$ cat src/design/hdc_pkg.sv
package hdc_pkg;
	localparam int Capacity = 1024;
	localparam int KeyBits = 64;
	localparam int IdxW = $clog2(Capacity);
	localparam int CntW = IdxW + 1;
	localparam int QDepth = 2;

	// request handed from front to back
	typedef struct packed {
		logic [KeyBits-1:0] key;
		logic               full;
	} hdc_req_t;

	// one result
	typedef struct packed {
		logic            full_error;
		logic [IdxW-1:0] position;
		logic            is_first;
		logic [IdxW-1:0] compact_index;
		logic [IdxW-1:0] first_position;
		logic [CntW-1:0] unique_total;
	} hdc_res_t;

	localparam logic [0:0] RegCapacity = 1'b0;
endpackage

$ cat src/design/hdc_front.sv
module hdc_front (
	input  logic                    clk,
	input  logic                    arst_n,
	input  logic                    valid,
	output logic                    ready,
	input  logic [63:0]             key,
	input  logic [hdc_pkg::CntW-1:0] limit,
	output logic                    q_valid,
	input  logic                    q_ready,
	output hdc_pkg::hdc_req_t       q_data
);
	import hdc_pkg::*;

	logic [CntW-1:0] eff_limit;
	logic [CntW-1:0] pos_q;
	logic [$clog2(QDepth+1)-1:0] cnt_q;
	logic [$clog2(QDepth)-1:0] wp_q, rp_q;
	hdc_req_t buf_q [QDepth];
	logic push, pop;

	// positions are known at accept, so full is decided here
	assign eff_limit = (limit > CntW'(Capacity)) ? CntW'(Capacity) : limit;
	assign ready = (cnt_q != ($clog2(QDepth+1))'(QDepth));
	assign push = valid && ready;
	assign pop = q_valid && q_ready;
	assign q_valid = (cnt_q != '0);
	assign q_data = buf_q[rp_q];

	// request queue
	always_ff @(posedge clk or negedge arst_n) begin
		if (!arst_n) begin
			cnt_q <= '0;
			wp_q <= '0;
			rp_q <= '0;
			pos_q <= '0;
		end else begin
			if (push) begin
				wp_q <= wp_q + 1'b1;
				if (pos_q < eff_limit) begin
					pos_q <= pos_q + 1'b1;
				end
			end
			if (pop) begin
				rp_q <= rp_q + 1'b1;
			end
			cnt_q <= cnt_q + ($clog2(QDepth+1))'(push) - ($clog2(QDepth+1))'(pop);
		end
	end

	// queue payload
	always_ff @(posedge clk) begin
		if (push) begin
			buf_q[wp_q].key <= key[KeyBits-1:0];
			buf_q[wp_q].full <= !(pos_q < eff_limit);
		end
	end
endmodule

$ cat config.mk
export PLATFORM = sky130hd
export DESIGN_NAME = hdc_front
export DESIGN_NICKNAME = d
export VERILOG_FILES = /design/src/design/hdc_pkg.sv /design/src/design/hdc_front.sv
export SDC_FILE = /design/constraint.sdc
export NUM_CORES = 1
export LEC_CHECK = 0
export ABC_AREA = 1
export BUFFER_PORTS_ARGS = -buffer_cell sky130_fd_sc_hd__buf_2
export CAP_MARGIN = 15
export CORE_MARGIN = 1.5
export CORE_UTILIZATION = 53
export DETAILED_ROUTE_END_ITERATION = 8
export GPL_TIMING_DRIVEN = 0
export HOLD_SLACK_MARGIN = 0.1
export PLACE_DENSITY = 0.81
export SLEW_MARGIN = 20
export SYNTH_ARGS = -nofsm -noshare
export SYNTH_HDL_FRONTEND = slang
export SYNTH_SLANG_ARGS = --single-unit
export TNS_END_PERCENT = 30
$ cat constraint.sdc
create_clock -name clk -period 4.5 [get_ports clk]
set_clock_uncertainty 0.2 [all_clocks]
set_input_delay 0.45 -clock clk [delete_from_list [all_inputs] [get_ports clk]]
set_output_delay 0.45 -clock clk [all_outputs]
set_load 0.03 [all_outputs]
**Word level (Yosys, flattened, before mapping)**

Memories as Yosys holds them, arrays and structs flattened.
Cells that the tools add are included.

- Bits of input ports: 79
- Output and inout bits: 67
- Memories kept: 1
- Word-level logic and storage cells: 21
- Register bits after elaboration: 15
- RAM bits: 130

- Multiplexer cells: 3
- $lt $le $gt $ge: 2
- Add/sub/neg operators: 5
- Reductions and logical operators: 5
- Equal/unequal tests: 1

Memory list:

| memory | depth | width | rd ports | clocked after memory_dff | wr ports | RTL line | RTL |
|---|---|---|---|---|---|---|---|
| buf_q | 2 | 65 | 1 | 0 | 1 | hdc_front.sv:18 | `hdc_req_t buf_q [QDepth];` |

Operator list:

| kind | count |
|---|---|
| adder 11 x 1 -> 11 bit, second input constant | 1 |
| greater-than comparator 11 bit, second input constant | 1 |
| < comparator 11 bit | 1 |
| two-way mux 11 bit | 1 |
| adder 1 bit, second input constant | 2 |
| adder 2 x 1 -> 2 bit | 1 |
| logical AND 1 bit | 2 |
| two-way mux 1 bit | 2 |
| inequality test 2 bit, second input constant | 1 |
| AND reduction 2 bit | 1 |
| nonzero test 2 bit | 1 |
| subtractor 2 x 1 -> 2 bit | 1 |
| logical NOT 1 bit | 1 |

**Longest topological paths before layout**

- Depth after elaboration: 4
- Mapped depth: 16
- Gate-level depth less buffers: 16

**Least setup slack after synthesis**

No wires, ideal clock.

- Path type: reg-to-reg
- From: register cnt_q[0]
- To: memory buf_q[1][0] (netlist bit), enable pin
- Cell stages (with the launch flop): 5
- Buffers on the path: 0
- Library setup time: 0.490 ns
- Arrival: 3.541 ns
- Path slack: 0.269 ns
- Period minus slack after synthesis: 4.231 ns
- Data required time: 3.810 ns
- Cells stage by stage: dfrtp_1 -> inv_1 -> nand2_1 -> nand2_1 -> nor2_1

- Longest elaborated chain between the ends: 4

Ends and longest elaborated chain:

| item | RTL line | RTL |
|---|---|---|
| start, declared | hdc_front.sv:16 | `logic [$clog2(QDepth+1)-1:0] cnt_q;` |
| start signal, assigned | hdc_front.sv:46 | `cnt_q <= cnt_q + ($clog2(QDepth+1))'(push) - ($clog2(QDepth+1))'(pop);` |
| inequality test 2 bit | hdc_front.sv:23 | `assign ready = (cnt_q != ($clog2(QDepth+1))'(QDepth));` |
| named net ready | hdc_front.sv:5 | `output logic ready,` |
| logical AND 1 bit | hdc_front.sv:24 | `assign push = valid && ready;` |
| two-way mux 1 bit | hdc_front.sv:52 | `if (push) begin` |
| two-way mux 1 bit (implied by the code) | hdc_front.sv:54 | `buf_q[wp_q].full <= !(pos_q < eff_limit);` |
| end, declared | hdc_front.sv:18 |  |

The timed path passes the listed nets, and every way through them passes these cells.

==> results.cfg <==
[synth]
yosys_warnings = 0
yosysUniqueCellTypes = 23
syn_inst = 529
ys_top_cells_by_area = edfxtp_1 (65%), nand2_1 (17%), dfrtp_1 (6.3%)
ys_seq_elements = 145
syn-cell-area_um2 = 5970
yosysTopAreaCell = edfxtp_1
syn_avg_cell_area_um2 = 11.3
synth_fp_nets = 621
ys_seq_area_share_pct = 71.7
synthDominantCellAreaShare_pct = 65.4

[critical_path]
path_cells = inv_1, buf_2, buf_1, nand2_1, nand2_1, buf_2
reg2reg_slack_ns = 2.41
cp.arrival_ns = 2.12
crit_fanout = 10
end_kind = output port
critical_path_required_ns = 3.85
worstSetupPathType = reg2out
cp_slowest_cell = buf_1
worstSetupStartpointType = flip-flop
cp_slowest_stage_delay_ns = 0.43

[drt]
dr.pass1.iters = 4
dr.first_iter.drc_count = 419
viasPerCell = 5.10
vias = 4679
antenna_left = 0
routed_wl_um = 14400
drc = 0
avgRoutedWirePerCell_um = 15.7

[power_and_ir_drop]
clockPowerShare_pct = 26.5
intPower_mw = 3.35
p_leak_nw = 3.75
p_sw_share_pct = 39.3
vdd_drop_max_mv = 0.385
seq_power_share_pct = 35.1
power.share.combinational_pct = 38.4
p_per_area_nw_per_um2 = 669
switchingPower_mw = 2.17

[timing]
finalSetupViolations = 0
fin_crit_ns = 2.77
grt_setup_unrepaired = false
worst_slack_ns = 1.73
min_period_over_period_pct = 61.6
slew_headroom_pct = 62.5
holdWs_ns = 0.177
drv_slew = 0
worstMarginPinSlew_ns = 0.563
fmax_ghz = 0.361
final-hold-violation-count = 0

[die]
die_w_um = 109
ioPinCount = 146
start_util_pct = 54.8
dieArea_um2 = 11900
rows = 38
core_region_area_um2 = 10900
die_y_um = 109

[placement]
dpl_cell_area_um2 = 6970
hpwlAfterDp_um = 8550
io_buffers = 145
gp_congestion = 0.867
place_ws_ns = 1.66

[cells_and_area]
drive_above_1_share_pct = 24.1
fin_nets = 855
area_growth_pct = 38.1
utilization_pct = 75.7
fin_area_um2 = 8240

[clocking]
cts_num_sinks = 145
cts.reportedPaths.clkPinSlew_ns = 0.06
clock_path_buffers = 2
cts_tree = done
clk_latency_ns = 0.51
cts_buffers = 17
cts_root_buf = clkbuf_8
postCtsSetupRepairBufs = 0
cts_max_level = 4

[grt]
grt_usage_pct = 25.1
antenna_found_initial = 1
grt_pass1_vias = 4671
grt-ovfl-total = 0
grt_pass1_wl_um = 22400
grt_max_degree = 28

[status]
status = finished clean

[run]
cap_violations = 0

[hold_path]
holdCritPathClass = in2async
critical path: cells and delay by family, from the launching register on:
| kind | cells | cell delay [ns] |
|---|---|---|
| AND/OR/NAND/NOR | 2 | 0.23 |
| buffers and inverters | 4 | 0.98 |
| flip-flops | 1 | 0.39 |
per-stage QoR:
step                total power [mW]  TNS (ns)  std cells
global placement                3.90   -123.30        814
detailed placement              3.98         0        818
floorplan                       3.33         0        529
CTS                             5.49         0        916
finish                          5.52         0        917
global route                    5.78         0        917
cell usage after synthesis:
cell / count
a21oi_1: 4
a21oi_4: 1
buf_1: 6
buf_2: 3
buf_6: 1
clkbuf_1: 6
dfrtp_1: 15
edfxtp_1: 130
ha_1: 13
inv_1: 28
nand2_1: 271
nand2_2: 3
nand2_4: 1
nand3_1: 8
nand3_2: 1
nand3b_1: 1
nand4_1: 12
nor2_1: 16
nor2_4: 1
nor4_1: 1
o21ai_0: 1
xnor2_1: 1
xor2_1: 5
routing by layer:
layer | track usage (%) | share of wire (%)
met3 | 4.54 | 5.7
met1 | 29.7 | 39
met5 | 0 | 0
met2 | 44.6 | 54
met4 | 11.6 | 1.2
cells by family after synthesis:
| family | after synthesis | share of synthesized area, % |
|---|---|---|
| AND/OR/NAND/NOR | 315 | 21.1 |
| XOR/XNOR | 6 | 0.880 |
| flip-flops | 145 | 71.7 |
| AO/OA/AOI/OAI | 6 | 0.692 |
| buffers and inverters | 44 | 2.96 |
| adder cells (fa/ha/maj) | 13 | 2.72 |
cells in the final DEF, fill, tap and decap left out, types with 2 or more instances in the layout:
cell type / synthesis / final
nand2_1: 271 / 271
nand2_2: 3 / 3
clkbuf_1: 6 / 9
dfrtp_1: 15 / 15
dlygate4sd3_1: 0 / 66
nand4_1: 12 / 12
edfxtp_1: 130 / 130
inv_1: 28 / 28
clkbuf_16: 0 / 16
buf_1: 6 / 6
nor2_4: 1 / 3
buf_2: 3 / 148
nand3_1: 8 / 8
clkinvlp_4: 0 / 2
nor2_1: 16 / 14
bufinv_16: 0 / 5
buf_12: 0 / 4
a21oi_1: 4 / 4
ha_1: 13 / 13
clkinv_1: 0 / 4
xor2_1: 5 / 5
cell type report:
class | count | area [um^2]
timing repair buffer | 215 | 1470
fill | 667 | 2650
clock inverter | 12 | 189
sequential | 145 | 4280
tap | 140 | 175
multi-input combinational | 340 | 1530
clock buffer | 20 | 425
antenna | 1 | 2.50
buffer | 16 | 71.3
inverter | 28 | 105
flip-flops by register name, summed over array words and instances, names as in the netlist:
signal  flops
buf_q     130
pos_q      11
cnt_q       2
rp_q        1
wp_q        1
power groups by stage:
| stage | logic [mW] | registers (mW) | clock network [mW] |
|---|---|---|---|
| 6_report | 2.12 | 1.94 | 1.46 |
| 5_1_grt | 2.29 | 1.96 | 1.53 |
| 4_1_cts | 2.09 | 1.93 | 1.47 |
| 3_5_place_dp | 2.03 | 1.95 | 0 |
| 3_3_place_gp | 1.91 | 1.99 | 0 |
| 2_1_floorplan | 1.38 | 1.95 | 0 |
final timing paths:
kind	cells after the start	end	start
setup / recovery	6	q_data[24]	rp_q
hold / removal	2	pos_q[1]	arst_n
setup reg to reg	10	pos_q[1]	pos_q[6]
hold reg to reg	1	cnt_q[0]	cnt_q[0]
max in group asynchronous	2	cnt_q[1]	arst_n
min in group clk	1	cnt_q[0]	cnt_q[0]
timing repair:
item | in CTS | in global routing
hold buffers | 66 | 0
gates resized for setup | 0 | 0
endpoints found under the hold margin | 144 | 0
No activity file was read; power rests on OpenSTA's default activity.
